## src/rtl/core/mtg_pkg.sv

```systemverilog
// Shared types and constants of the MT19937 generator.
// No dependencies; every other file in rtl/core imports this package.
package mtg_pkg;

  localparam int unsigned STATE_DEPTH  = 624;
  localparam int unsigned TWIST_OFFSET = 397;
  localparam int unsigned WORD_W       = 32;
  localparam int unsigned FILL_CNT_W   = $clog2(STATE_DEPTH);

  localparam int unsigned INIT_SHIFT = 30;
  localparam int unsigned TEMPER_U   = 11;
  localparam int unsigned TEMPER_S   = 7;
  localparam int unsigned TEMPER_T   = 15;
  localparam int unsigned TEMPER_L   = 18;

  typedef logic [WORD_W-1:0] word_t;

  localparam word_t INIT_MULT    = 32'h6C07_8965;
  localparam word_t DEFAULT_SEED = 32'd5489;
  localparam word_t MATRIX_A     = 32'h9908_B0DF;
  localparam word_t UPPER_MASK   = 32'h8000_0000;
  localparam word_t LOWER_MASK   = 32'h7FFF_FFFF;
  localparam word_t TEMPER_B     = 32'h9D2C_5680;
  localparam word_t TEMPER_C     = 32'hEFC6_0000;

  typedef enum logic {
    CMD_DRAW   = 1'b0,
    CMD_RESEED = 1'b1
  } cmd_e;

  typedef struct packed {
    logic                  fill;
    logic                  first;
    logic [FILL_CNT_W-1:0] idx;
  } feed_ctrl_t;

endpackage

```

## src/rtl/core/mtg_feed.sv

```systemverilog
// New word entering the tail of the chain: twist of the head taps, or the
// seed initialization recurrence on the tail word. Depends on mtg_pkg.
module mtg_feed
  import mtg_pkg::*;
(
  input  feed_ctrl_t ctrl_i,
  input  word_t      seed_i,
  input  word_t      head_i,
  input  word_t      next_i,
  input  word_t      far_i,
  input  word_t      tail_i,
  output word_t      word_o
);

  word_t y;
  word_t twisted;
  word_t mixed;
  word_t prod;
  word_t seeded;

  always_comb begin
    y       = (head_i & UPPER_MASK) | (next_i & LOWER_MASK);
    twisted = far_i ^ (y >> 1) ^ (y[0] ? MATRIX_A : '0);
    mixed   = tail_i ^ (tail_i >> INIT_SHIFT);
    prod    = word_t'(INIT_MULT * mixed);
    seeded  = prod + word_t'(ctrl_i.idx);
    if (ctrl_i.fill) begin
      word_o = ctrl_i.first ? seed_i : seeded;
    end else begin
      word_o = twisted;
    end
  end

endmodule

```

## config.mk

```make
export PLATFORM = sky130hd
export DESIGN_NAME = mtg_feed
export DESIGN_NICKNAME = d
export VERILOG_FILES = /design/src/rtl/core/mtg_pkg.sv /design/src/rtl/core/mtg_feed.sv
export SDC_FILE = /design/constraint.sdc
export NUM_CORES = 1
export LEC_CHECK = 0
export ABC_AREA = 1
export BUFFER_PORTS_ARGS = -buffer_cell sky130_fd_sc_hd__buf_2
export CAP_MARGIN = 20
export CORE_MARGIN = 2
export CORE_UTILIZATION = 50
export DETAILED_ROUTE_END_ITERATION = 7
export PLACE_DENSITY = 0.71
export RECOVER_POWER = 25
export SLEW_MARGIN = 40
export SYNTH_ARGS = -nofsm -noshare
export SYNTH_HDL_FRONTEND = slang
export SYNTH_SLANG_ARGS = --single-unit
```

## constraint.sdc

```tcl
create_clock -name vclk -period 22.1
set_input_delay 3.315 -clock vclk [all_inputs]
set_output_delay 3.315 -clock vclk [all_outputs]
set_load 0.02 [all_outputs]
```

==> results.json, run 1 <==
{
  "crit_path_top_delay_cell": "xnor2_1",
  "n_clock_buffer": 0,
  "netlist_instances": 1223,
  "die_area_mm2": 0.02090,
  "cts-resized-gates": 0,
  "hold_class": "primary input to output pin",
  "hpwl_um": 22450,
  "die_x_um": 144.6,
  "synthesis.area_mm2": 0.009882,
  "wl_per_cell_um": 15.04,
  "fmax_mhz": 75.78,
  "layout_setup_ws_ns": 8.904,
  "slowest_delay_ns": 0.62,
  "hold_viol": 0,
  "fp.coreArea_mm2": 0.01940,
  "multi_input_area_mm2": 0.008588,
  "rows": 51,
  "totalNegativeSetupSlack_ns": 0,
  "required_ns": 18.78,
  "status": "finished, final reports clean",
  "ios": 204,
  "portBuffers": 172,
  "drive_above_1_share_pct": 12.94,
  "start_kind": "primary input",
  "grt_pass1_wl_um": 40120,
  "drtIter0Drc": 494,
  "finalSetupViolCount": 0,
  "post_drt_via_cell_ratio": 5.049,
  "antenna_cells": 0,
  "grt_pass1_vias": 8384,
  "hold_depth": 4,
  "synth_area_per_cell_um2": 8.080,
  "path_max_fanout": 5,
  "antenna_found_initial": 0,
  "nNetsFinal": 1946,
  "detailedPlace.worstSlack_ns": 8.892,
  "area_growth_syn_to_layout_pct": 11.48,
  "antenna_left": 0,
  "design.seq.count": 0,
  "fin_crit_sh_pct": 59.71,
  "nFillCells": 1859,
  "die_y_um": 144.6,
  "grt_max_degree": 49,
  "cp-end-kind": "output pin",
  "cts_setup_buffers": 0,
  "fin_crit_ns": 13.20,
  "path_class": "primary input to output pin",
  "hold_start": "far_i[17]",
  "max_cap_violations": 0,
  "drcViolationCount": 0,
  "dpl-instance-area_mm2": 0.01103,
  "ctsHoldBuffers": 0,
  "grt_util_all_layers_pct": 24.29,
  "start_util_pct": 50.94,
  "yosys_warnings": 0,
  "synth_seq_area_share_pct": 0,
  "grt_overflow_total": 0,
  "dr.pass1.iters": 6,
  "whs_endpoint": "word_o[17]",
  "final_area_mm2": 0.01102,
  "wl_um": 24790,
  "synth_fp_nets": 1784,
  "slew_viol_final": 0,
  "seqCellArea_um2": 0,
  "crit_path_start": "tail_i[0]",
  "ys_types": 35,
  "rsz0062_at_grt": "false",
  "crit_arrival_ns": 9.88,
  "num_vias": 8321,
  "globalplace.congestion": 0.9316,
  "worst_slew_pin_slew_ns": 0.7725,
  "slew_headroom_pct": 48.13
}
## cell usage after synthesis (2+ instances only)
cell / instances / area share (%)
fa_1: 153 / 31
xor2_1: 50 / 4.4
o21bai_1: 6 / 0.46
clkinv_1: 2 / 0.076
inv_2: 2 / 0.076
nand2_1: 147 / 5.6
nor3_1: 8 / 0.41
nand4_1: 7 / 0.44
a31oi_1: 4 / 0.25
a21oi_1: 35 / 1.8
ha_1: 236 / 30
clkbuf_1: 9 / 0.34
nor2_1: 72 / 2.7
o211ai_1: 3 / 0.23
a21oi_2: 2 / 0.18
o21ai_1: 5 / 0.25
o22ai_1: 16 / 1.0
or2_2: 3 / 0.19
xnor2_1: 22 / 1.9
nand2_2: 2 / 0.13
inv_1: 326 / 12
o21ai_0: 50 / 2.5
buf_2: 2 / 0.10
a21o_1: 5 / 0.38
o21ai_2: 4 / 0.35
nand3_1: 43 / 2.2
## how the worst max path moves through the flow
stage,endpoint,depth (start not counted)
after floorplan,word_o[26],26
after global placement,word_o[29],29
after detailed placement,word_o[29],29
after CTS,word_o[29],29
after global routing,word_o[29],29
final,word_o[29],29
## cells by family after synthesis
family	share of synthesized area, %
and+or+nand+nor	11.86
buffers and inverters	13.09
adders and majority gates	60.88
xor gates and xnor gates	6.381
AOI/OAI and AO/OA	7.787
## per-layer routing
layer  vias up  track usage (%)  share of wire, %
met5         -                0                 0
met1      3987            34.29                46
met2       177            42.40                49
li1       4129                -                 -
met4         0            3.424               1.5
met3        28            1.159               3.5
## metrics by stage
step / hold WS [ns] / instances / util [%]
after floorplan: 6.841 / 1223 / -
after global placement: 6.983 / 1648 / 56.84
after detailed placement: 6.989 / 1648 / 56.84
after CTS: 6.990 / 1648 / 56.84
after global routing: 7.008 / 1648 / 56.79
final: 6.985 / 1648 / 56.79
## cells in the final DEF, fill, tap and decap left out, types with 5 or more instances in the layout
cell        n
o21ai_1     5
xor2_1     50
ha_1      236
nand3_1    43
o22ai_1    16
o21ai_0    50
a21o_1      5
inv_1     326
nand4_1     7
buf_2     164
nand2_1   147
fa_1      153
nor2_1     72
a21oi_1    35
clkbuf_1    8
xnor2_1    22
o21bai_1    6
nor3_1      8
## cell type report
cell class                      count  share of cell area, %
Multi-Input combinational cell    880                  77.96
Inverter                          330                  11.24
Timing Repair Buffer              173                  7.791
Tap cell                          265                  3.010
## worst max-delay path, delay by kind of cell
kind / cells / cell delay, ns
buf+inv: 7 / 0.62
xor+xnor: 2 / 0.81
fa+ha+maj: 9 / 3.47
simple gates: 8 / 1.06
compound gates: 3 / 0.61
Power of run 1 is left out: the tool's default activity adds up to more than one toggle a clock period on the data nets, which glitch-free logic cannot reach.
==> run 2, diff against run 1 <==
Clock period 22.1 ns to 12.5 ns, I/O delays scaled along.
==> results.json, run 2 (same netlist as run 1, synthesis figures left out) <==
{
  "antenna_left": 0,
  "cp-end-kind": "output pin",
  "wl_um": 24450,
  "grt_pass1_vias": 8375,
  "grt_util_all_layers_pct": 23.87,
  "crit_arrival_ns": 8.54,
  "area_growth_syn_to_layout_pct": 11.48,
  "fin_crit_ns": 10.41,
  "globalplace.congestion": 0.9666,
  "totalNegativeSetupSlack_ns": 0,
  "path_max_fanout": 5,
  "hold_class": "primary input to output pin",
  "ios": 204,
  "dr.pass1.iters": 7,
  "fin_crit_sh_pct": 83.32,
  "slew_viol_final": 0,
  "drive_above_1_share_pct": 12.94,
  "die_x_um": 144.6,
  "portBuffers": 172,
  "crit_path_start": "tail_i[0]",
  "layout.cells.most_common_list": "inv_1, ha_1, buf_2",
  "required_ns": 10.62,
  "start_util_pct": 50.94,
  "endpoint": "word_o[26]",
  "status": "finished, final reports clean",
  "cts-resized-gates": 0,
  "grt_max_degree": 49,
  "fp.coreArea_mm2": 0.01940,
  "worst_slew_pin_slew_ns": 0.8155,
  "rsz0062_at_grt": "false",
  "path_class": "primary input to output pin",
  "hold_viol": 0,
  "seqCellArea_um2": 0,
  "rows": 51,
  "fmax_mhz": 96.02,
  "die_area_mm2": 0.02090,
  "wl_per_cell_um": 14.84,
  "hpwl_um": 22140,
  "finalSetupViolCount": 0,
  "antenna_found_initial": 0,
  "antenna_cells": 0,
  "nNetsFinal": 1946,
  "cts_setup_buffers": 0,
  "ctsHoldBuffers": 0,
  "grt_pass1_wl_um": 39810,
  "n_clock_buffer": 0,
  "final_common_cell": "inv_1",
  "num_vias": 8283,
  "max_cap_violations": 0,
  "grt_overflow_total": 0,
  "post_drt_via_cell_ratio": 5.026,
  "start_kind": "primary input",
  "drtIter0Drc": 438,
  "design.seq.count": 0,
  "drcViolationCount": 0,
  "die_y_um": 144.6,
  "slew_headroom_pct": 45.24
}
## run 2: cell counts in the layout (fill, tap and decap cells not counted)
Identical to the previous run, type by type.
## run 2: worst min path at each step
| stage | startpoint | endpoint | slack [ns] | depth (start not counted) |
|---|---|---|---|---|
| 2_1_floorplan | far_i[17] | word_o[17] | 3.96 | 2 |
| 3_5_place_dp | seed_i[17] | word_o[17] | 4.10 | 4 |
| 5_1_grt | far_i[17] | word_o[17] | 4.13 | 4 |
| 4_1_cts | far_i[17] | word_o[17] | 4.10 | 4 |
| 6_report | far_i[17] | word_o[17] | 4.11 | 4 |
| 3_3_place_gp | far_i[20] | word_o[20] | 4.10 | 4 |
## run 2: layer usage
| metal | wire length [µm] | vias to the layer above | global-route usage, % |
|---|---|---|---|
| li1 | - | 4135 | - |
| met1 | 11090 | 3963 | 34.21 |
| met2 | 12340 | 171 | 42.08 |
| met3 | 874 | 14 | 0.9603 |
| met4 | 141 | 0 | 1.482 |
| met5 | 0 | - | 0 |
## run 2: layout make-up
type | count | area, µm²
well taps | 265 | 331.6
repair buffers | 173 | 858.3
inverters | 330 | 1239
fillers | 1866 | 8382
multi-input cells | 880 | 8588
## run 2: stage by stage
step / util (%) / hold slack (ns) / instances / setup WS (ns) / area [µm²]
after detailed placement: 56.84 / 4.102 / 1648 / 2.175 / 11030
after global placement: 56.84 / 4.105 / 1648 / 2.287 / 11030
after CTS: 56.84 / 4.104 / 1648 / 2.170 / 11030
final: 56.79 / 4.109 / 1648 / 2.086 / 11020
after global routing: 56.79 / 4.130 / 1648 / 1.716 / 11020
after floorplan: - / 3.961 / 1223 / 3.206 / 9882
## run 2: critical path, cell delays in order
cell and delay (ns):
buf_2 0.10, xnor2_1 0.65, xnor2_1 0.20, inv_1 0.19, ha_1 0.22, or2_2 0.31
ha_1 0.28, inv_1 0.05, fa_1 0.48, inv_1 0.04, ha_1 0.18, fa_1 0.47
fa_1 0.45, fa_1 0.51, inv_1 0.06, fa_1 0.50, inv_1 0.05, ha_1 0.37
nand2_1 0.12, nor2_1 0.21, inv_1 0.07, nor3_1 0.34, nand4_1 0.14, nand3_1 0.13
xor2_1 0.16, nor2_1 0.06, o22ai_1 0.11, buf_2 0.19
Power of run 2 is left out for the same reason.
==> run 3, diff against run 2 <==
Settings changed: ABC_AREA 1 to 0.
Clock period 12.5 ns to 9.9 ns, I/O delays scaled along.
==> results.json, run 3 <==
{
  "fin_crit_sh_pct": 93.93,
  "cts-resized-gates": 0,
  "synthesis.area_mm2": 0.009385,
  "ctsHoldBuffers": 0,
  "synth_commonest_cells": "inv_1, ha_1, fa_1, xnor2_1, nand2_1",
  "synth_seq_area_share_pct": 0,
  "synth_top_area_share_pct": 32.64,
  "die_area_mm2": 0.01988,
  "status": "finished, final reports clean",
  "synth_top_family_by_area": "adder cells",
  "synth-compound-area-share_pct": 11.05,
  "grt_max_degree": 56,
  "required_ns": 8.42,
  "slew_viol_final": 0,
  "synth-xor-area-share_pct": 9.612,
  "globalplace.congestion": 0.8371,
  "netlist_instances": 1001,
  "max_cap_violations": 0,
  "synth_fa_ha_area_share_pct": 64.10,
  "hpwl_um": 18720,
  "slew_headroom_pct": 65.36,
  "grt_pass1_vias": 7230,
  "yosys.area.top_type": "fa_1",
  "cts_setup_buffers": 0,
  "path_max_fanout": 7,
  "wl_per_cell_um": 15.11,
  "drive_above_1_share_pct": 15.76,
  "yosys_warnings": 0,
  "ios": 204,
  "synth_area_per_cell_um2": 9.376,
  "synth_area_leaders": "fa_1, ha_1, inv_1",
  "nNetsFinal": 1724,
  "rows": 50,
  "portBuffers": 172,
  "grt_pass1_wl_um": 35030,
  "area_growth_syn_to_layout_pct": 11.89,
  "final_common_cell": "inv_1",
  "fin_crit_ns": 9.299,
  "final_core_util_pct": 56.52,
  "ys_types": 54,
  "n_clock_buffer": 0,
  "num_vias": 6980,
  "antenna_left": 0,
  "path_class": "primary input to output pin",
  "drtIter0Drc": 205,
  "post_drt_via_cell_ratio": 5.004,
  "layout.cells.most_common_list": "inv_1, ha_1, buf_2",
  "fp.coreArea_mm2": 0.01858,
  "fmax_mhz": 107.5,
  "yosys.area_share.simple_pct": 3.973,
  "design.seq.count": 0,
  "antenna_cells": 0,
  "die_x_um": 141.0,
  "dr.pass1.iters": 4,
  "grt_util_all_layers_pct": 21.75,
  "wl_um": 21080,
  "totalNegativeSetupSlack_ns": 0,
  "grt_overflow_total": 0,
  "post-synth-top-count-cell": "inv_1",
  "finalSetupViolCount": 0,
  "drcViolationCount": 0,
  "hold_viol": 0,
  "antenna_found_initial": 0,
  "crit_arrival_ns": 7.81,
  "worst_slew_pin_slew_ns": 0.5159,
  "start_kind": "primary input",
  "hold_class": "primary input to output pin",
  "die_y_um": 141.0,
  "synth_fp_nets": 1562,
  "seqCellArea_um2": 0,
  "cp-end-kind": "output pin",
  "muxShareOfSynthArea_pct": 0.3200,
  "rsz0062_at_grt": "false",
  "start_util_pct": 50.51
}
## run 3: per-stage QoR
step / setup WS, ns / instance area, µm² / cells / hold WS, ns
floorplan: 0.7275 / 9385 / 1001 / 3.176
global placement: 0.6426 / 10510 / 1395 / 3.334
detailed placement: 0.5931 / 10510 / 1395 / 3.342
CTS: 0.5814 / 10510 / 1395 / 3.344
global route: 0.1432 / 10500 / 1395 / 3.383
finish: 0.6010 / 10500 / 1395 / 3.341
## run 3: path summary, 6_finish.rpt
path,from,slack [ns],end,cells past startpoint
worst min-delay path,seed_i[17],3.34,word_o[17],4
worst max-delay path,tail_i[30],0.60,word_o[29],26
## run 3: cell type report
| type | count | area [µm²] |
|---|---|---|
| inverter | 257 | 964.7 |
| tap | 234 | 292.8 |
| timing repair buffer | 176 | 885.9 |
| multi-input combinational | 728 | 8358 |
| fill | 1668 | 8079 |
## run 3: cells by family after synthesis
logic type               after synthesis
AO/OA/AOI/OAI                        149
XOR/XNOR                             103
adder cells (fa/ha/maj)              389
buffers and inverters                273
multiplexers                           3
AND/OR/NAND/NOR                       84
## run 3: critical path, cell delays in order
cell	delay (ns)
buf_2	0.13
xor2_1	0.17
clkbuf_1	0.23
and2_0	0.25
or2_2	0.30
ha_1	0.27
inv_1	0.05
fa_1	0.47
inv_1	0.04
ha_1	0.18
fa_1	0.47
fa_1	0.50
fa_1	0.49
inv_1	0.05
fa_1	0.47
inv_1	0.04
ha_1	0.37
nand4_1	0.21
o221ai_1	0.12
o211ai_1	0.15
o2111ai_2	0.22
a2111oi_4	0.38
nor3b_1	0.11
o311ai_1	0.27
a21boi_1	0.19
buf_2	0.18
## run 3: layer usage
layer | part of all wire [%] | wire length (µm) | vias to the layer above | global-route usage [%]
met5 | 0 | 0 | - | 0
li1 | - | - | 3533 | -
met3 | 4.0 | 847 | 8 | 0.6114
met1 | 48 | 10120 | 3268 | 30.81
met2 | 47 | 9982 | 171 | 39.18
met4 | 0.58 | 123 | 0 | 1.368
Power of run 3 is left out for the same reason.
