## config.mk

```make
export PLATFORM = sky130hd
export DESIGN_NAME = mtg_cell
export DESIGN_NICKNAME = d
export VERILOG_FILES = /design/src/rtl/core/mtg_pkg.sv /design/src/rtl/core/mtg_cell.sv
export SDC_FILE = /design/constraint.sdc
export NUM_CORES = 1
export LEC_CHECK = 0
export BUFFER_PORTS_ARGS = -buffer_cell sky130_fd_sc_hd__buf_2
export CORE_ASPECT_RATIO = 0.6
export CORE_MARGIN = 1.5
export CORE_UTILIZATION = 42
export CTS_CLUSTER_SIZE = 24
export DETAILED_ROUTE_END_ITERATION = 8
export GPL_ROUTABILITY_DRIVEN = 1
export PLACE_DENSITY = 0.82
export SYNTH_ARGS = -nofsm -noshare
export SYNTH_HDL_FRONTEND = slang
export SYNTH_SLANG_ARGS = --single-unit
```

## constraint.sdc

```tcl
create_clock -name clk_i -period 1.3 [get_ports clk_i]
set_clock_uncertainty 0.1 [all_clocks]
set_input_delay 0.13 -clock clk_i [delete_from_list [all_inputs] [get_ports clk_i]]
set_output_delay 0.13 -clock clk_i [all_outputs]
set_load 0.1 [all_outputs]
```

## src/rtl/core/mtg_pkg.sv

```systemverilog
// Shared types and constants of the MT19937 generator.
// No dependencies; every other file in rtl/core imports this package.
package mtg_pkg;

  localparam int unsigned STATE_DEPTH  = 624;
  localparam int unsigned TWIST_OFFSET = 397;
  localparam int unsigned WORD_W       = 32;
  localparam int unsigned FILL_CNT_W   = $clog2(STATE_DEPTH);

  localparam int unsigned INIT_SHIFT = 30;
  localparam int unsigned TEMPER_U   = 11;
  localparam int unsigned TEMPER_S   = 7;
  localparam int unsigned TEMPER_T   = 15;
  localparam int unsigned TEMPER_L   = 18;

  typedef logic [WORD_W-1:0] word_t;

  localparam word_t INIT_MULT    = 32'h6C07_8965;
  localparam word_t DEFAULT_SEED = 32'd5489;
  localparam word_t MATRIX_A     = 32'h9908_B0DF;
  localparam word_t UPPER_MASK   = 32'h8000_0000;
  localparam word_t LOWER_MASK   = 32'h7FFF_FFFF;
  localparam word_t TEMPER_B     = 32'h9D2C_5680;
  localparam word_t TEMPER_C     = 32'hEFC6_0000;

  typedef enum logic {
    CMD_DRAW   = 1'b0,
    CMD_RESEED = 1'b1
  } cmd_e;

  typedef struct packed {
    logic                  fill;
    logic                  first;
    logic [FILL_CNT_W-1:0] idx;
  } feed_ctrl_t;

endpackage

```

## src/rtl/core/mtg_cell.sv

```systemverilog
// One word of the state chain: loads its neighbor's word on each shift.
// Depends on mtg_pkg.
module mtg_cell
  import mtg_pkg::*;
(
  input  logic  clk_i,
  input  logic  shift_i,
  input  word_t word_i,
  output word_t word_o
);

  word_t word_q;

  always_ff @(posedge clk_i) begin
    if (shift_i) begin
      word_q <= word_i;
    end
  end

  assign word_o = word_q;

endmodule

```

==> results of run 1 <==
-- final cells by class --
class	count	share of cell area
clock buffers	6	0.0410
clock inverters	1	0.00282
flip-flops and latches	32	0.542
well taps	30	0.0212
repair buffers	98	0.393
-- per-layer routing --
metal  vias up  routed length [um]  track usage
met5         -                   0            0
met2        24                1490        0.379
met4         0                  18       0.0798
met1       356                 925        0.216
li1        337                   -            -
met3         2                 106       0.0815
-- report_power, final --
group	switching [W]	total [W]	leakage [nW]	internal [W]
sequential	0.0000239	0.00125	0.313	0.00123
combinational	0.000659	0.000826	0.407	0.000167
clock	0.000348	0.000711	0.0410	0.000363
-- metrics by stage --
step	cells	hold WS [ns]	utilization	area, um^2
floorplan	32	0.129	-	961
global placement	128	0.207	0.621	1340
detailed placement	128	0.208	0.621	1340
CTS	167	0.212	0.805	1740
global route	167	0.212	0.819	1770
finish	167	0.203	0.819	1770
-- timing repair --
action                     4_1_cts  5_1_grt
hold endpoints to repair        32        0
setup endpoints to repair        0       12
hold buffers                    32        0
resized for setup                0       12
-- placed cells by master (no fill, tap or decap) --
cell type / count
buf_2: 53
dlygate4sd3_1: 32
edfxtp_1: 32
clkbuf_4: 12
clkbuf_8: 5
clkinv_2: 1
clkbuf_1: 1
buf_12: 1
-- path summary, 6_finish.rpt --
| path | startpoint | to | slack [ns] | cells past startpoint |
|---|---|---|---|---|
| max | word_o[9] | word_o[9] | 0.03 | 1 |
| min | shift_i | word_o[8] | 0.20 | 2 |
-- cells by family after synthesis --
family	Yosys count	share of synthesized area
flops	32	1.00
==> reports/results.txt, run 1 <==
Clk sink count = 32
Final setup vio count = 0
Buf/Inv on CP = 1
Setup TNS Final = 0 ns
Multi-input gates = 0
Slew headroom = 0.668
Power per cell area = 1570 mW/mm^2
IR drop worst, VDD = 0.00131 V
Async S/R FF share, synth = 0
Dpl ws = 0.325 ns
Most common cell in the synthesized netlist = edfxtp_1
ANT nets after route = 0
Mapped Cells = 32
First-pass GRT wire length = 3360 um
Proportion of layout cells with a drive suffix above 1 = 0.526
DR vias = 719
Netlist cell types = 1
Area Overhead vs Synth = 84.4%
Starting density of the core = 0.444
Max Freq = 785 MHz
Leakage power = 0.761 nW
CTS Buf Count = 5
Number of synthesized register bits = 32
Pin count of the biggest net entering global routing = 33
Endpoints failing hold = 0
Max Root-Sink Buffers = 2
Root Buffer = clkbuf_8
Tightest Pin Transition = 0.502 ns
Crit-path max FO = 1
Cell Rows = 13
Max incr delay on CP = 0.43 ns
GR Overflow Total = 0
Initial drt markers = 17
Ys flop type = edfxtp_1
Syn nets = 66
Drt drc = 0
Syn Area/Cell = 30.0 um^2
Max Transition Viols Final = 0
Die Y-Extent = 40.1 um
HP Class = primary input to flop
Yosys warns = 0
Drt via density = 4.31
Post-CTS setup buffers = 0
Synth area leader = edfxtp_1
Avg WL per Cell = 15.2 um
Max Cap Viol = 0
Core area = 0.00216 mm^2
Cell Area, Synth = 961 um^2
Slowest CP cell = buf_2
Fill count = 109
CTS tree = yes
Htree depth = 2
Critical path class = flop to primary output
Die ar. = 0.00259 mm^2
WP data required = 1.07 ns
Vias in the first global route = 702
Worst EP arrival = 1.04 ns
Number of flops mapped to enable cells by yosys = 32
Sequential element share of the synthesized area = 1.00
Final period utilization = 0.980
Crit path time final = 1.27 ns
Yosys top cell area share = 1.00
Chip width = 64.8 um
Final setup margin = 0.0258 ns
Final GP Congestion = 0.692
Cell family with most CP delay = buffers and inverters
Synth cell count leaders = 32 x edfxtp_1
Max reg flops = 32
Largest cells by area after synthesis = edfxtp_1 100%
GRT Util Overall = 0.202
First-pass iteration count of the detailed router = 3
# IOs = 66
Final total power = 0.00279 W
Port bufs = 65
Status = finished clean
Footprint of the multi-input gates = 0 um^2
Crit path cell chain = buf_2
Routed WL = 2540 um
Nets = 171
Initial antenna violation count = 0
N_diodes = 0
RSZ-0062 raised after global routing = no
Critical Path Start Type = flop
Crit path capture type = primary output
Worst-path clk slew = 0.07 ns
Register area = 961 um^2
Power figures use the tool's default switching activity.
==> inputs of run 2 (changes only) <==
- CORE_UTILIZATION: 42 -> 30
- PLACE_DENSITY: 0.82 -> 0.62
==> run 2 against run 1 <==
Sequential share of layout area is 0.27 points lower. Die area rose by 37%. Largest power group unchanged. Critical endpoint is now word_o[13]. Worst setup slack better by 0.0087 ns. Global-route usage fell by 5.3 points.
==> reports/results.txt, run 2 (same netlist as run 1, synthesis figures left out) <==
Max reg flops = 32 (unchanged)
First-pass iteration count of the detailed router = 3 (unchanged)
Leakage power = 0.759 nW (-0.20%)
Max Transition Viols Final = 0 (unchanged)
Setup TNS Final = 0 ns (unchanged)
Commonest non-fill, non-tap cell in the layout = buf_2
Slew headroom = 0.668 (about the same)
Htree depth = 2 (unchanged)
Multi-input gates = 0 (unchanged)
Final period utilization = 0.973 (-0.00669)
Tightest Pin Transition = 0.502 ns (+0.000134 ns)
Slowest CP cell = buf_2
Drt drc = 0 (unchanged)
Die ar. = 0.00356 mm^2 (+37%)
Comb power frac = 0.304 (+0.008)
Max Cap Viol = 0 (unchanged)
WP data required = 1.07 ns (about the same)
Clock Power Share = 0.238 (-0.017)
Footprint of the multi-input gates = 0 um^2 (unchanged)
First-pass GRT wire length = 3660 um (+9.0%)
Pin count of the biggest net entering global routing = 33 (unchanged)
DR vias = 697 (-3.1%)
Drt via density = 3.94 (-8.5%)
Crit path capture type = primary output
Routed WL = 2590 um (+1.8%)
Max Freq = 790 MHz (+0.69%)
Hold path startpoint = shift_i
Die Y-Extent = 46.8 um (+17%)
GRT Util Overall = 0.150 (-0.0527)
Cell family with most CP delay = buffers and inverters
CTS tree = yes
Crit path cell chain = buf_2
Internal = 0.00174 W (-0.93%)
Clk sink count = 32 (unchanged)
Switching power of the nets = 0.000987 W (-4.3%)
Crit path time final = 1.27 ns (-0.00870 ns)
Sw Share = 0.362 (-0.00804)
Final total power = 0.00273 W (-2.2%)
Hold Slack = 0.215 ns (+0.0122 ns)
Post-DP Area = 0.00139 mm^2 (+3.4%)
RSZ-0062 raised after global routing = no
Vias in the first global route = 775 (+10%)
Port bufs = 65 (unchanged)
Core area = 0.00297 mm^2 (+37%)
Root Buffer = clkbuf_8
CTS Buf Count = 5 (unchanged)
Buf/Inv on CP = 1 (unchanged)
Worst setup path startpoint = word_o[13]
Proportion of layout cells with a drive suffix above 1 = 0.526 (about the same)
# IOs = 66 (unchanged)
Final setup margin = 0.0345 ns (+0.00870 ns)
HP Class = primary input to flop
IR drop worst, VDD = 0.000875 V (-33%)
Seq pwr share = 0.458 (+0.010)
Crit-path max FO = 1 (unchanged)
Dpl ws = 0.324 ns (-0.000482 ns)
Endpoints failing hold = 0 (unchanged)
Cell Rows = 15 (+2)
Chip width = 76.1 um (+17%)
Nets = 171 (unchanged)
Critical path class = flop to primary output
Critical Path Start Type = flop
Max Root-Sink Buffers = 2 (unchanged)
Max incr delay on CP = 0.43 ns (about the same)
Initial drt markers = 36 (+19)
Most frequent cells in the layout = 62 x buf_2, 32 x dlygate4sd3_1, 32 x edfxtp_1
Final setup vio count = 0 (unchanged)
Avg WL per Cell = 14.6 um (-3.9%)
Starting density of the core = 0.324 (-0.120)
Post-route cell area = 0.00178 mm^2 (+0.49%)
GR Overflow Total = 0 (unchanged)
Power per cell area = 1530 mW/mm^2 (-2.7%)
Worst-path clk slew = 0.06 ns (about the same)
Initial antenna violation count = 0 (unchanged)
N_diodes = 0 (unchanged)
Area Overhead vs Synth = 85.3%
Final GP Congestion = 0.684 (-1.1%)
Status = finished clean
ANT nets after route = 0 (unchanged)
Worst EP arrival = 1.04 ns (about the same)
## run 2: changes by cell type in the layout (fill, tap and decap cells not counted), sizes merged
cell    before  now
clkinv       1    0
buf         54   65
clkbuf      18    6
## run 2: path summary, 6_finish.rpt
path / end / cells past startpoint
worst max-delay path: word_o[13] / 1
worst min-delay path: word_o[30] / 2
## run 2: repair_timing
| item | in CTS | in global routing |
|---|---|---|
| setup endpoints to repair | 0 | 1 |
| resized for setup | 0 | 1 |
| buffers inserted | 0 | 0 |
| hold buffers | 32 | 0 |
| endpoints found under the hold margin | 32 | 0 |
## run 2: metal layers
layer	routed length, um	part of all wire	up-vias	track usage
li1	-	-	336	-
met1	1020	0.39	340	0.164
met2	1440	0.56	19	0.263
met3	111	0.043	2	0.0621
met4	15	0.0058	0	0.0852
met5	0	0	-	0
## run 2: final cells by class
class | count | area [um^2]
Clock buffer | 5 | 68.8
Sequential cell | 32 | 961
Tap cell | 42 | 52.6
Timing Repair Buffer | 98 | 698
Fill cell | 225 | 1180
## run 2: power by group through the flow
stage	combinational [W]	sequential [W]	clock (W)
after floorplan	0	0.00186	0
after global placement	0.000748	0.00127	0
after detailed placement	0.000749	0.00127	0
after CTS	0.000823	0.00125	0.000671
after global routing	0.000848	0.00126	0.000706
final	0.000829	0.00125	0.000649
## run 2: per-stage QoR
| step | instances | utilization |
|---|---|---|
| floorplan | 32 | - |
| global placement | 140 | 0.468 |
| detailed placement | 140 | 0.468 |
| CTS | 177 | 0.600 |
| global route | 177 | 0.600 |
| finish | 177 | 0.600 |
==> inputs of run 3 (changes only) <==
- CTS_BUF_LIST: default -> sky130_fd_sc_hd__clkbuf_2 sky130_fd_sc_hd__clkbuf_4 sky130_fd_sc_hd__clkbuf_8
- MAX_ROUTING_LAYER: default -> met4
==> run 3 against run 2 <==
Via count increased by 0.43%. Worst setup slack got worse by 0.0091 ns. Maximum frequency decreased by 0.72%. Combinational power about the same. Worst hold slack improved by 0.00074 ns. Die area unchanged. Sequential power about the same. Clock power about the same. First-iteration DRC count unchanged. Cell count unchanged. Critical endpoint is now word_o[12].
==> reports/results.txt, run 3 (same netlist as run 1, synthesis figures left out) <==
Hold path depth = 2 (unchanged)
Drt drc = 0 (unchanged)
Cell Rows = 15 (unchanged)
GRT Util Overall = 0.156 (+0.00605)
Pin count of the biggest net entering global routing = 33 (unchanged)
RSZ-0062 raised after global routing = no
Most frequent cells in the layout = 62 x buf_2, 32 x dlygate4sd3_1, 32 x edfxtp_1
Final period utilization = 0.981 (+0.00701)
Htree depth = 2 (unchanged)
Area Overhead vs Synth = 85.3% (unchanged)
Root Buffer = clkbuf_8
HP Class = primary input to flop
Chip width = 76.1 um (unchanged)
Final GP Congestion = 0.691 (+1.0%)
Multi-input gates = 0 (unchanged)
Clk sink count = 32 (unchanged)
Slew headroom = 0.667 (-0.000742)
Critical path class = flop to primary output
Max reg flops = 32 (unchanged)
Worst EP arrival = 1.04 ns (about the same)
DP Cell Count = 140 (unchanged)
Max Root-Sink Buffers = 2 (unchanged)
Max Transition Viols Final = 0 (unchanged)
Tightest Pin Transition = 0.503 ns (+0.00112 ns)
Hold path startpoint = shift_i
Crit path capture type = primary output
Leakage power = 0.759 nW (unchanged)
Core area = 0.00297 mm^2 (unchanged)
Die Y-Extent = 46.8 um (unchanged)
Setup TNS Final = 0 ns (unchanged)
Endpoints failing hold = 0 (unchanged)
Hold Slack = 0.216 ns (+0.000741 ns)
WP data required = 1.07 ns (about the same)
Crit path cell chain = buf_2
ANT nets after route = 0 (unchanged)
Buf/Inv on CP = 1 (unchanged)
Drt via density = 3.95 (+0.43%)
Crit path time final = 1.27 ns (+0.00912 ns)
# IOs = 66 (unchanged)
Max Cap Viol = 0 (unchanged)
Worst-path clk slew = 0.06 ns (about the same)
Power per cell area = 1530 mW/mm^2 (about the same)
Nets = 171 (unchanged)
Clock Power Share = 0.237 (about the same)
Post-CTS setup buffers = 0 (unchanged)
N_diodes = 0 (unchanged)
GR Overflow Total = 0 (unchanged)
CTS Buf Count = 5 (unchanged)
CTS tree = yes
Routed WL = 2590 um (about the same)
Status = finished clean
Initial drt markers = 36 (unchanged)
Port bufs = 65 (unchanged)
Critical Path Start Type = flop
DR vias = 700 (+0.43%)
Initial antenna violation count = 0 (unchanged)
Die ar. = 0.00356 mm^2 (unchanged)
First-pass iteration count of the detailed router = 4 (+1)
Post-route insts no fill = 177 (unchanged)
Cell family with most CP delay = buffers and inverters
Crit-path max FO = 1 (unchanged)
Fin util = 0.600 (unchanged)
Commonest non-fill, non-tap cell in the layout = buf_2
Avg WL per Cell = 14.6 um (about the same)
IR drop worst, VDD = 0.000875 V (about the same)
Hold Path Sink = word_o[30]
Switching power of the nets = 0.000985 W (-0.18%)
First-pass GRT wire length = 3670 um (+0.19%)
Comb power frac = 0.304 (about the same)
Sw Share = 0.361 (-0.000409)
Footprint of the multi-input gates = 0 um^2 (unchanged)
Vias in the first global route = 775 (unchanged)
Internal = 0.00174 W (about the same)
Proportion of layout cells with a drive suffix above 1 = 0.526 (unchanged)
Seq pwr share = 0.459 (about the same)
Max Freq = 785 MHz (-0.72%)
Final setup vio count = 0 (unchanged)
Max incr delay on CP = 0.43 ns (about the same)
Starting density of the core = 0.324 (unchanged)
Slowest CP cell = buf_2
## run 3: worst max path at each step
| stage | start | to | slack, ns | depth (start not counted) |
|---|---|---|---|---|
| finish | word_o[12] | word_o[12] | 0.03 | 1 |
| global route | word_o[11] | word_o[11] | 0.003 | 1 |
| floorplan | word_o[0] | word_o[0] | 0.17 | 0 |
| global placement | word_o[12] | word_o[12] | 0.34 | 1 |
| detailed placement | word_o[15] | word_o[15] | 0.32 | 1 |
| CTS | word_o[15] | word_o[15] | 0.02 | 1 |
## run 3: per-stage QoR
step / instance area (um^2) / setup WS [ns] / total power [W]
floorplan: 961 / 0.166 / 0.00186
global placement: 1390 / 0.344 / 0.00201
detailed placement: 1390 / 0.324 / 0.00202
CTS: 1780 / 0.0216 / 0.00274
global route: 1780 / 0.00344 / 0.00281
finish: 1780 / 0.0253 / 0.00273
## run 3: metal layers
layer / wire length [um] / vias to the layer above / GRT usage
li1: - / 336 / -
met1: 1050 / 346 / 0.172
met2: 1460 / 18 / 0.261
met3: 81 / 0 / 0.0544
met4: 0 / 0 / 0.0852
met5: 0 / - / -
## run 3: repair_timing
action,4_1_cts,5_1_grt
hold buffers,32,0
gates resized for setup,0,1
endpoints found under the hold margin,32,0
endpoints found under the setup margin,0,1
## run 3: power groups by stage
| stage | Combinational, W | Sequential [W] | Clock, W |
|---|---|---|---|
| after CTS | 0.000823 | 0.00125 | 0.000671 |
| final | 0.000829 | 0.00125 | 0.000647 |
| after global routing | 0.000848 | 0.00126 | 0.000706 |
| after global placement | 0.000748 | 0.00127 | 0 |
| after detailed placement | 0.000749 | 0.00127 | 0 |
| after floorplan | 0 | 0.00186 | 0 |
## run 3: cell type report
| cell class | instances | area, um^2 |
|---|---|---|
| flip-flops and latches | 32 | 961 |
| repair buffers | 98 | 698 |
| well taps | 42 | 52.6 |
| clock buffers | 5 | 68.8 |
| fillers | 225 | 1180 |
