**src/rtl/core/mtg_pkg.sv**
```systemverilog
// Shared types and constants of the MT19937 generator.
// No dependencies; every other file in rtl/core imports this package.
package mtg_pkg;

  localparam int unsigned STATE_DEPTH  = 624;
  localparam int unsigned TWIST_OFFSET = 397;
  localparam int unsigned WORD_W       = 32;
  localparam int unsigned FILL_CNT_W   = $clog2(STATE_DEPTH);

  localparam int unsigned INIT_SHIFT = 30;
  localparam int unsigned TEMPER_U   = 11;
  localparam int unsigned TEMPER_S   = 7;
  localparam int unsigned TEMPER_T   = 15;
  localparam int unsigned TEMPER_L   = 18;

  typedef logic [WORD_W-1:0] word_t;

  localparam word_t INIT_MULT    = 32'h6C07_8965;
  localparam word_t DEFAULT_SEED = 32'd5489;
  localparam word_t MATRIX_A     = 32'h9908_B0DF;
  localparam word_t UPPER_MASK   = 32'h8000_0000;
  localparam word_t LOWER_MASK   = 32'h7FFF_FFFF;
  localparam word_t TEMPER_B     = 32'h9D2C_5680;
  localparam word_t TEMPER_C     = 32'hEFC6_0000;

  typedef enum logic {
    CMD_DRAW   = 1'b0,
    CMD_RESEED = 1'b1
  } cmd_e;

  typedef struct packed {
    logic                  fill;
    logic                  first;
    logic [FILL_CNT_W-1:0] idx;
  } feed_ctrl_t;

endpackage

```
**src/rtl/core/mtg_out.sv**
```systemverilog
// Output register: tempers the drawn word and holds it until transferred.
// Depends on mtg_pkg.
module mtg_out
  import mtg_pkg::*;
(
  input  logic  clk_i,
  input  logic  rst_ni,
  input  logic  load_i,
  input  word_t word_i,
  input  logic  out_stall_i,
  output logic  out_valid_o,
  output word_t out_random_word_o
);

  logic  valid_q;
  word_t data_q;
  word_t t1;
  word_t t2;
  word_t t3;
  word_t t4;

  always_comb begin
    t1 = word_i ^ (word_i >> TEMPER_U);
    t2 = t1 ^ ((t1 << TEMPER_S) & TEMPER_B);
    t3 = t2 ^ ((t2 << TEMPER_T) & TEMPER_C);
    t4 = t3 ^ (t3 >> TEMPER_L);
  end

  always_ff @(posedge clk_i or negedge rst_ni) begin
    if (!rst_ni) begin
      valid_q <= 1'b0;
    end else if (load_i) begin
      valid_q <= 1'b1;
    end else if (!out_stall_i) begin
      valid_q <= 1'b0;
    end
  end

  always_ff @(posedge clk_i) begin
    if (load_i) begin
      data_q <= t4;
    end
  end

  assign out_valid_o       = valid_q;
  assign out_random_word_o = data_q;

endmodule

```
**config.mk**
```make
export PLATFORM = sky130hd
export DESIGN_NAME = mtg_out
export DESIGN_NICKNAME = d
export VERILOG_FILES = /design/src/rtl/core/mtg_pkg.sv /design/src/rtl/core/mtg_out.sv
export SDC_FILE = /design/constraint.sdc
export NUM_CORES = 1
export LEC_CHECK = 0
export BUFFER_PORTS_ARGS = -buffer_cell sky130_fd_sc_hd__buf_2
export CELL_PAD_IN_SITES_DETAIL_PLACEMENT = 1
export CELL_PAD_IN_SITES_GLOBAL_PLACEMENT = 2
export CORE_ASPECT_RATIO = 1.1
export CORE_MARGIN = 1
export CORE_UTILIZATION = 34
export CTS_CLUSTER_DIAMETER = 200
export CTS_CLUSTER_SIZE = 20
export DETAILED_ROUTE_END_ITERATION = 10
export GPL_TIMING_DRIVEN = 0
export PLACE_DENSITY = 0.95
export SYNTH_ARGS = -nofsm -noshare
export SYNTH_HDL_FRONTEND = slang
export SYNTH_SLANG_ARGS = --single-unit
```
**constraint.sdc**
```tcl
create_clock -name clk_i -period 1.51 [get_ports clk_i]
set_clock_uncertainty 0.05 [all_clocks]
set_input_delay 0.2265 -clock clk_i [delete_from_list [all_inputs] [get_ports clk_i]]
set_output_delay 0.2265 -clock clk_i [all_outputs]
set_load 0.02 [all_outputs]
```
==> flow_metrics.env, run 1 <==
export IMPL_detail_route_antenna_nets=0
export IMPL_ys_ff_latch=33
export IMPL_groute_usage_overall_pct=14.0
export IMPL_drtPass1Iterations=2
export IMPL_nNetsFinal=204
export IMPL_htreeDepth=2
export IMPL_setup_viol=0
export IMPL_start_kind="input pin"
export IMPL_endpoint_kind="flop"
export IMPL_maxCapViolCount=0
export IMPL_reg2regPathDepth=1
export IMPL_hold_class="in2reg"
export IMPL_path_depth=4
export IMPL_final_cells=223
export IMPL_mostFrequentLayoutCells="buf_2 (68), xnor2_1 (32), edfxtp_1 (32)"
export IMPL_numCtsBuffers=5
export IMPL_layout_drive_gt1_share_pct=45.6
export IMPL_critPathBufInv=1
export IMPL_worstPathRequired_ns=1.49
export IMPL_layout_commonest_cell="buf_2"
export IMPL_ys_seq_area_share_pct=61.0
export IMPL_synth_area_um2=1620
export IMPL_area_growth_syn_to_layout_pct=30.8
export IMPL_port_buffers=68
export IMPL_yosys_warnings=0
export IMPL_synth_net_count=128
export IMPL_worst_slew_pin_slew_ns=0.761
export IMPL_synth_cell_type_count=9
export IMPL_cellLeakagePower_nw=0.897
export IMPL_grt_pass1_wl_mm=4.88
export IMPL_dieHeight_um=74.3
export IMPL_dp_cells=214
export IMPL_critPathTopFamily="XOR/XNOR gates"
export IMPL_holdWs_ns=0.100
export IMPL_power_density_nw_per_um2=1300
export IMPL_vias=977
export IMPL_cts_tree="done"
export IMPL_place_area_um2=2020
export IMPL_start_util_pct=36.4
export IMPL_arrival_ns=1.29
export IMPL_core_region_area_um2=4440
export IMPL_place_hpwl_mm=2.60
export IMPL_cts_path_max_buffers=2
export IMPL_antenna_found_initial=0
export IMPL_synth_area_per_cell_um2=17.6
export IMPL_routedWlPerCell_um=14.8
export IMPL_drt_iter0_drc=63
export IMPL_pin_count=69
export IMPL_drv_slew=0
export IMPL_setup_tns_ns=0
export IMPL_clk_latency_ns=0.28
export IMPL_max_freq_mhz=762
export IMPL_cpPeakStageDelay_ns=0.50
export IMPL_crit_type="in2reg"
export IMPL_relSlewSlack_pct=49.3
export IMPL_place_gp_congestion=0.638
export IMPL_hold_viol_final=0
export IMPL_via_per_inst=4.38
export IMPL_period_share_pct=86.9
export IMPL_die_area_um2=5030
export IMPL_grt_max_degree=34
export IMPL_post_synth_inst_count=92
export IMPL_status="complete, no violations"
export IMPL_clock_sinks=33
export IMPL_cts_resized_gates=0
export IMPL_grt_overflow_total=0
export IMPL_path_max_fanout=4
export IMPL_path_clk_slew_ns=0.06
export IMPL_rows=25
export IMPL_whs_path_depth=2
export IMPL_min_period_ns=1.31
export IMPL_dieWidth_um=67.7
export IMPL_ir_drop_mv=0.491
export IMPL_path_cells="buf_2 -> xnor2_2 -> xnor3_1 -> xnor2_1"
export IMPL_diodes=0
export IMPL_drcViolationCount=0
export IMPL_place_ws_ns=-0.105
export IMPL_worst_slack_ns=0.197
export IMPL_stdcell_area_um2=2110
export IMPL_cp_slowest_cell="xnor3_1"
export IMPL_cts_root_buffer="clkbuf_8"
export IMPL_grt_pass1_vias=1077
export IMPL_wirelength_mm=3.30
export IMPL_rsz0062_at_grt="false"
## power by group
| part | switching, W | total, W | internal [W] |
|---|---|---|---|
| combinational | 0.000482 | 0.000835 | 0.000352 |
| sequential | 0.0000386 | 0.00127 | 0.00123 |
| clock | 0.000308 | 0.000635 | 0.000327 |
| total | 0.000829 | 0.00274 | 0.00191 |
## sequential cells by signal (all words and copies together) (netlist names)
register and count:
out_random_word_o 32, out_valid_o 1
## routing by layer
| metal | up-vias | share of wire (%) | global-route usage (%) |
|---|---|---|---|
| li1 | 466 | - | - |
| met5 | - | 0 | 0 |
| met3 | 6 | 6.8 | 5.37 |
| met1 | 463 | 35 | 13.4 |
| met2 | 42 | 56 | 25.9 |
| met4 | 0 | 1.6 | 6.38 |
## metrics by stage
step           util [%]  total power, W
6_report           47.6         0.00274
5_1_grt            47.6         0.00287
2_1_floorplan         -         0.00184
3_5_place_dp       45.5         0.00214
3_3_place_gp       45.5         0.00209
4_1_cts            47.6         0.00278
## cell usage after synthesis
cell | instances | area (µm²)
a21o_1 | 1 | 7.51
xor3_1 | 1 | 23.8
xnor2_1 | 32 | 280
xnor2_2 | 3 | 48.8
xnor3_1 | 5 | 113
xor2_1 | 16 | 140
edfxtp_1 | 32 | 961
dfrtp_1 | 1 | 25.0
xor2_2 | 1 | 16.3
## path summary, 6_finish.rpt
| check | start | to | slack, ns |
|---|---|---|---|
| worst max-delay path | word_i[22] | out_random_word_o[0] | 0.20 |
| worst min-delay path | out_stall_i | out_valid_o | 0.10 |
| worst max register to register | out_valid_o | out_valid_o | 0.81 |
| worst min register to register | out_valid_o | out_valid_o | 0.42 |
| max in group asynchronous | rst_ni | out_valid_o | 1.11 |
| min in group asynchronous | rst_ni | out_valid_o | 0.22 |
## what timing repair did
action	CTS	global route
hold buffers	1	0
buffers inserted	0	0
hold endpoints to repair	1	0
## layout make-up
class | instances | area [µm²]
Fill cell | 476 | 2330
Sequential cell | 33 | 986
Multi-Input combinational cell | 59 | 629
Timing Repair Buffer | 69 | 350
Clock buffer | 8 | 80.1
Tap cell | 54 | 67.6
## cell families (layout without fill, tap and decap cells)
family | count (synthesis) | after routing | synth area share, %
compound gates | 1 | 1 | 0.465
xor+xnor | 58 | 58 | 38.5
buf+inv | 0 | 77 | 0
flops | 33 | 33 | 61.0
Note: power is estimated with default switching activity, not from simulation.
==> run 2: changes to the inputs <==
--- a/config.mk
+++ b/config.mk
@@ -5,7 +5,7 @@
 export SDC_FILE = /design/constraint.sdc
 export NUM_CORES = 1
 export LEC_CHECK = 0
-export BUFFER_PORTS_ARGS = -buffer_cell sky130_fd_sc_hd__buf_2
+export BUFFER_PORTS_ARGS = -buffer_cell sky130_fd_sc_hd__buf_4
 export CELL_PAD_IN_SITES_DETAIL_PLACEMENT = 1
 export CELL_PAD_IN_SITES_GLOBAL_PLACEMENT = 2
 export CORE_ASPECT_RATIO = 1.1
@@ -16,6 +16,7 @@
 export DETAILED_ROUTE_END_ITERATION = 10
 export GPL_TIMING_DRIVEN = 0
 export PLACE_DENSITY = 0.95
+export SETUP_SLACK_MARGIN = 0.4
 export SYNTH_ARGS = -nofsm -noshare
 export SYNTH_HDL_FRONTEND = slang
 export SYNTH_SLANG_ARGS = --single-unit
==> run 2 against run 1 <==
Against the previous run: power rose by 9.7%; final cell count rose by 1.8%; critical path depth did not move; sequential power barely moved; setup slack improved by 0.20 ns; register-to-register slack got worse by 0.02 ns; largest power group unchanged; non-clock buffer count rose by 4; clock power fell by 3%; global-route usage rose by 0.55 points; final area rose by 21%.
==> flow_metrics.env, run 2 (same netlist as run 1, synthesis figures left out) <==
export IMPL_routedWlPerCell_um=15.3
export IMPL_dieHeight_um=74.3
export IMPL_vias=986
export IMPL_wirelength_mm=3.47
export IMPL_hold_viol_final=0
export IMPL_cts_tree="done"
export IMPL_dieWidth_um=67.7
export IMPL_largest_register_ffs=32
export IMPL_worst_slew_pin_slew_ns=0.427
export IMPL_area_growth_syn_to_layout_pct=57.9
export IMPL_cpPeakStageDelay_ns=0.45
export IMPL_stdcell_area_um2=2550
export IMPL_layout_commonest_cell="buf_4"
export IMPL_path_max_fanout=4
export IMPL_hold_class="in2reg"
export IMPL_drv_slew=0
export IMPL_cts_path_max_buffers=2
export IMPL_diodes=0
export IMPL_final_cells=227
export IMPL_min_period_ns=1.11
export IMPL_detail_route_antenna_nets=0
export IMPL_via_per_inst=4.34
export IMPL_endpoint_kind="flop"
export IMPL_multi_input_area_um2=763
export IMPL_critPathBufInv=1
export IMPL_seq_area_um2=986
export IMPL_path_cells="buf_12 -> xnor3_2 -> xor2_2 -> xnor2_1"
export IMPL_num_fill_cells=439
export IMPL_htreeDepth=2
export IMPL_grt_overflow_total=0
export IMPL_pin_count=69
export IMPL_drtPass1Iterations=2
export IMPL_port_buffers=68
export IMPL_arrival_ns=1.08
export IMPL_status="complete, no violations"
export IMPL_drt_iter0_drc=21
export IMPL_place_gp_congestion=0.718
export IMPL_clock_sinks=33
export IMPL_layout_drive_gt1_share_pct=54.3
export IMPL_start_util_pct=36.4
export IMPL_period_share_pct=73.7
export IMPL_setup_viol=0
export IMPL_numCtsBuffers=5
export IMPL_dp_cells=214
export IMPL_rows=25
export IMPL_mostFrequentLayoutCells="buf_4 (47), edfxtp_1 (32), xnor2_1 (25)"
export IMPL_die_area_um2=5030
export IMPL_ir_drop_mv=0.719
export IMPL_maxCapViolCount=0
export IMPL_worstPathRequired_ns=1.48
export IMPL_start_kind="input pin"
export IMPL_grt_pass1_wl_mm=5.06
export IMPL_path_clk_slew_ns=0.06
export IMPL_clk_latency_ns=0.28
export IMPL_power_density_nw_per_um2=1180
export IMPL_grt_pass1_vias=1071
export IMPL_antenna_found_initial=0
export IMPL_rsz0062_at_grt="true"
export IMPL_power_total_w=0.00300
export IMPL_cp_slowest_cell="xnor3_2"
export IMPL_nNetsFinal=208
export IMPL_grt_max_degree=34
export IMPL_setup_tns_ns=0
export IMPL_place_hpwl_mm=2.55
export IMPL_crit_type="in2reg"
export IMPL_core_region_area_um2=4440
export IMPL_groute_usage_overall_pct=14.5
export IMPL_drcViolationCount=0
export IMPL_max_freq_mhz=899
export IMPL_place_area_um2=2260
export IMPL_relSlewSlack_pct=71.3
export IMPL_cellLeakagePower_nw=1.06
export IMPL_cts_root_buffer="clkbuf_8"
export IMPL_critPathTopFamily="XOR/XNOR gates"
==> run 2: final cells by class <==
cell class	count	area share (%)
sequential	33	38.6
multi-input combinational	59	29.9
clock buffer	7	2.99
tap	54	2.65
timing repair buffer	73	25.6
clock inverter	1	0.196
==> run 2: through the flow <==
stage	utilization (%)	hold slack [ns]	setup slack (ns)
floorplan	-	-0.119	0.255
global placement	51.0	-0.0479	0.0520
detailed placement	51.0	-0.0476	0.0288
CTS	55.4	0.0851	0.386
global route	57.4	0.107	0.372
finish	57.4	0.0964	0.397
==> run 2: repair_timing <==
item / 4_1_cts / 5_1_grt
endpoints found under the setup margin: 14 / 23
hold buffers: 1 / 0
buffers inserted: 3 / 1
pin swaps: 11 / 7
endpoints found under the hold margin: 1 / 0
gates resized for setup: 19 / 17
==> run 2: report_power, final <==
group          leakage, nW  total, W  switching [W]  internal, W
combinational        0.698   0.00109       0.000520     0.000574
sequential           0.324   0.00129      0.0000602      0.00123
clock               0.0422  0.000617       0.000294     0.000323
==> run 2: routing by layer <==
metal | global-route usage (%) | share of wire, % | vias up
met2 | 25.6 | 59 | 41
met4 | 6.38 | 1.3 | 0
li1 | - | - | 475
met3 | 5.83 | 7.2 | 7
met1 | 14.9 | 33 | 463
met5 | 0 | 0 | -
==> run 2: path summary, 6_finish.rpt <==
kind / end / start / slack (ns) / cells past startpoint
worst max-delay path: out_random_word_o[7] / word_i[14] / 0.40 / 4
worst min-delay path: out_valid_o / out_stall_i / 0.1 / 2
worst max register to register: out_valid_o / out_valid_o / 0.79 / 1
worst min register to register: out_valid_o / out_valid_o / 0.45 / 1
max in group asynchronous: out_valid_o / rst_ni / 1.12 / 2
min in group asynchronous: out_valid_o / rst_ni / 0.21 / 2
==> run 3: changes to the inputs <==
--- a/config.mk
+++ b/config.mk
@@ -10,12 +10,12 @@
 export CELL_PAD_IN_SITES_GLOBAL_PLACEMENT = 2
 export CORE_ASPECT_RATIO = 1.1
 export CORE_MARGIN = 1
-export CORE_UTILIZATION = 34
+export CORE_UTILIZATION = 31
 export CTS_CLUSTER_DIAMETER = 200
 export CTS_CLUSTER_SIZE = 20
 export DETAILED_ROUTE_END_ITERATION = 10
 export GPL_TIMING_DRIVEN = 0
-export PLACE_DENSITY = 0.95
+export PLACE_DENSITY = 0.9
 export SETUP_SLACK_MARGIN = 0.4
 export SYNTH_ARGS = -nofsm -noshare
 export SYNTH_HDL_FRONTEND = slang
==> constraint.sdc (replaced) <==
create_clock -name clk_i -period 1.1 [get_ports clk_i]
set_clock_uncertainty 0.05 [all_clocks]
set_input_delay 0.165 -clock clk_i [delete_from_list [all_inputs] [get_ports clk_i]]
set_output_delay 0.165 -clock clk_i [all_outputs]
set_load 0.02 [all_outputs]
==> run 3 against run 2 <==
Against the previous run: the flow now finishes with violations (design-rule violations); critical path depth stayed put; count of clock-buffer cells in the layout is 1 lower; sequential cell count stayed put; global-route usage is 1.5 points higher; critical endpoint is now out_random_word_o[6]; largest cell class unchanged; largest power group is now combinational logic.
==> flow_metrics.env, run 3 (same netlist as run 1, synthesis figures left out) <==
export IMPL_via_per_inst=4.40
export IMPL_setup_viol=0
export IMPL_seq_area_um2=987
export IMPL_start_kind="input pin"
export IMPL_layout_drive_gt1_share_pct=65.2
export IMPL_core_region_area_um2=5000
export IMPL_port_buffers=68
export IMPL_wirelength_mm=4.12
export IMPL_p_comb_share_pct=40.3
export IMPL_setup_tns_ns=0
export IMPL_cp_slowest_cell="xnor3_2"
export IMPL_rows=27
export IMPL_cellLeakagePower_nw=1.26
export IMPL_largest_register_ffs=32
export IMPL_antenna_found_initial=0
export IMPL_arrival_ns=1.06
export IMPL_place_area_um2=2410
export IMPL_dp_cells=218
export IMPL_dieWidth_um=70.8
export IMPL_cts_path_max_buffers=2
export IMPL_place_gp_congestion=0.732
export IMPL_diodes=0
export IMPL_maxCapViolCount=0
export IMPL_pin_count=69
export IMPL_clock_sinks=33
export IMPL_crit_type="in2reg"
export IMPL_max_freq_mhz=927
export IMPL_drcViolationCount=16
export IMPL_drv_slew=0
export IMPL_clk_latency_ns=0.28
export IMPL_start_util_pct=32.3
export IMPL_multi_input_area_um2=943
export IMPL_stdcell_area_um2=3040
export IMPL_power_total_w=0.00449
export IMPL_hold_viol_final=0
export IMPL_drtPass1Iterations=7
export IMPL_p_int_w=0.00315
export IMPL_p_sw_share_pct=29.8
export IMPL_area_growth_syn_to_layout_pct=88.0
export IMPL_path_clk_slew_ns=0.07
export IMPL_critPathTopFamily="XOR/XNOR gates"
export IMPL_vias=1078
export IMPL_grt_max_degree=34
export IMPL_dieHeight_um=77.7
export IMPL_worst_slew_pin_slew_ns=0.423
export IMPL_mostFrequentLayoutCells="buf_6 (42), edfxtp_1 (32), buf_4 (29)"
export IMPL_path_cells="buf_8 -> xnor3_2 -> xnor2_4 -> xnor2_2"
export IMPL_cts_tree="done"
export IMPL_htreeDepth=2
export IMPL_drt_iter0_drc=80
export IMPL_post_route_util_pct=60.7
export IMPL_path_max_fanout=2
export IMPL_critPathBufInv=1
export IMPL_detail_route_antenna_nets=0
export IMPL_endpoint_kind="flop"
export IMPL_grt_pass1_wl_mm=6.27
export IMPL_cts_root_buffer="clkbuf_8"
export IMPL_worstPathRequired_ns=1.08
export IMPL_die_area_um2=5500
export IMPL_clkPwrFrac_pct=19.5
export IMPL_final_cells=245
export IMPL_power_density_nw_per_um2=1480
export IMPL_ir_drop_mv=0.576
export IMPL_status="complete, but fails checks"
export IMPL_cpPeakStageDelay_ns=0.48
export IMPL_hold_class="in2reg"
export IMPL_numCtsBuffers=5
export IMPL_place_hpwl_mm=2.76
export IMPL_p_switching_w=0.00134
export IMPL_routedWlPerCell_um=16.8
export IMPL_period_share_pct=98.0
export IMPL_relSlewSlack_pct=71.8
export IMPL_groute_usage_overall_pct=16.0
export IMPL_min_period_ns=1.08
export IMPL_seq_power_share_pct=40.1
export IMPL_nNetsFinal=222
export IMPL_layout_commonest_cell="buf_6"
export IMPL_grt_overflow_total=0
export IMPL_violations="design-rule violations"
export IMPL_grt_pass1_vias=1215
export IMPL_num_fill_cells=452
export IMPL_rsz0062_at_grt="true"
-- run 3: cell types whose count changed in the layout (fill, tap and decap cells not counted), sizes merged --
cell and change:
clkbuf -1, buf +14, clkinv +1
-- run 3: worst paths after layout --
check                           cells past startpoint        start  slack, ns              endpoint
worst max-delay path                                4    word_i[2]       0.02  out_random_word_o[6]
worst min-delay path                                2  out_stall_i       0.03           out_valid_o
worst max register to register                      1  out_valid_o       0.39           out_valid_o
worst min register to register                      1  out_valid_o       0.45           out_valid_o
max in group asynchronous                           2       rst_ni       0.76           out_valid_o
min in group asynchronous                           2       rst_ni       0.15           out_valid_o
-- run 3: layer usage --
metal | GRT usage, % | share of wire (%)
met1 | 15.1 | 32
met2 | 30.8 | 60
met3 | 4.16 | 5.7
met4 | 8.60 | 2.0
met5 | 0 | 0
-- run 3: cell type report --
type                            count  area share [%]
Clock buffer                        6            2.39
Tap cell                           58            2.39
Timing Repair Buffer               87            31.3
Multi-Input combinational cell     59            31.1
Clock inverter                      2           0.330
Sequential cell                    33            32.5
-- run 3: repair_timing --
| action | CTS | global route |
|---|---|---|
| hold buffers | 1 | 0 |
| endpoints found under the hold margin | 1 | 0 |
| pin swaps | 26 | 21 |
| setup buffers | 13 | 5 |
| resized for setup | 69 | 22 |
| setup endpoints to repair | 54 | 59 |
-- run 3: stage by stage --
stage	hold WS, ns	setup WS, ns
floorplan	-0.181	-0.0935
global placement	-0.110	-0.302
detailed placement	-0.108	-0.344
CTS	0.0321	0.0179
global route	0.0317	0.0122
finish	0.0328	0.0218
-- run 3: power by group through the flow --
stage          Clock [W]  Combinational (W)  Sequential (W)
2_1_floorplan          0           0.000526         0.00207
3_3_place_gp           0            0.00139         0.00177
3_5_place_dp           0            0.00143         0.00178
4_1_cts         0.000889            0.00173         0.00180
5_1_grt         0.000951            0.00189         0.00183
6_report        0.000878            0.00181         0.00180
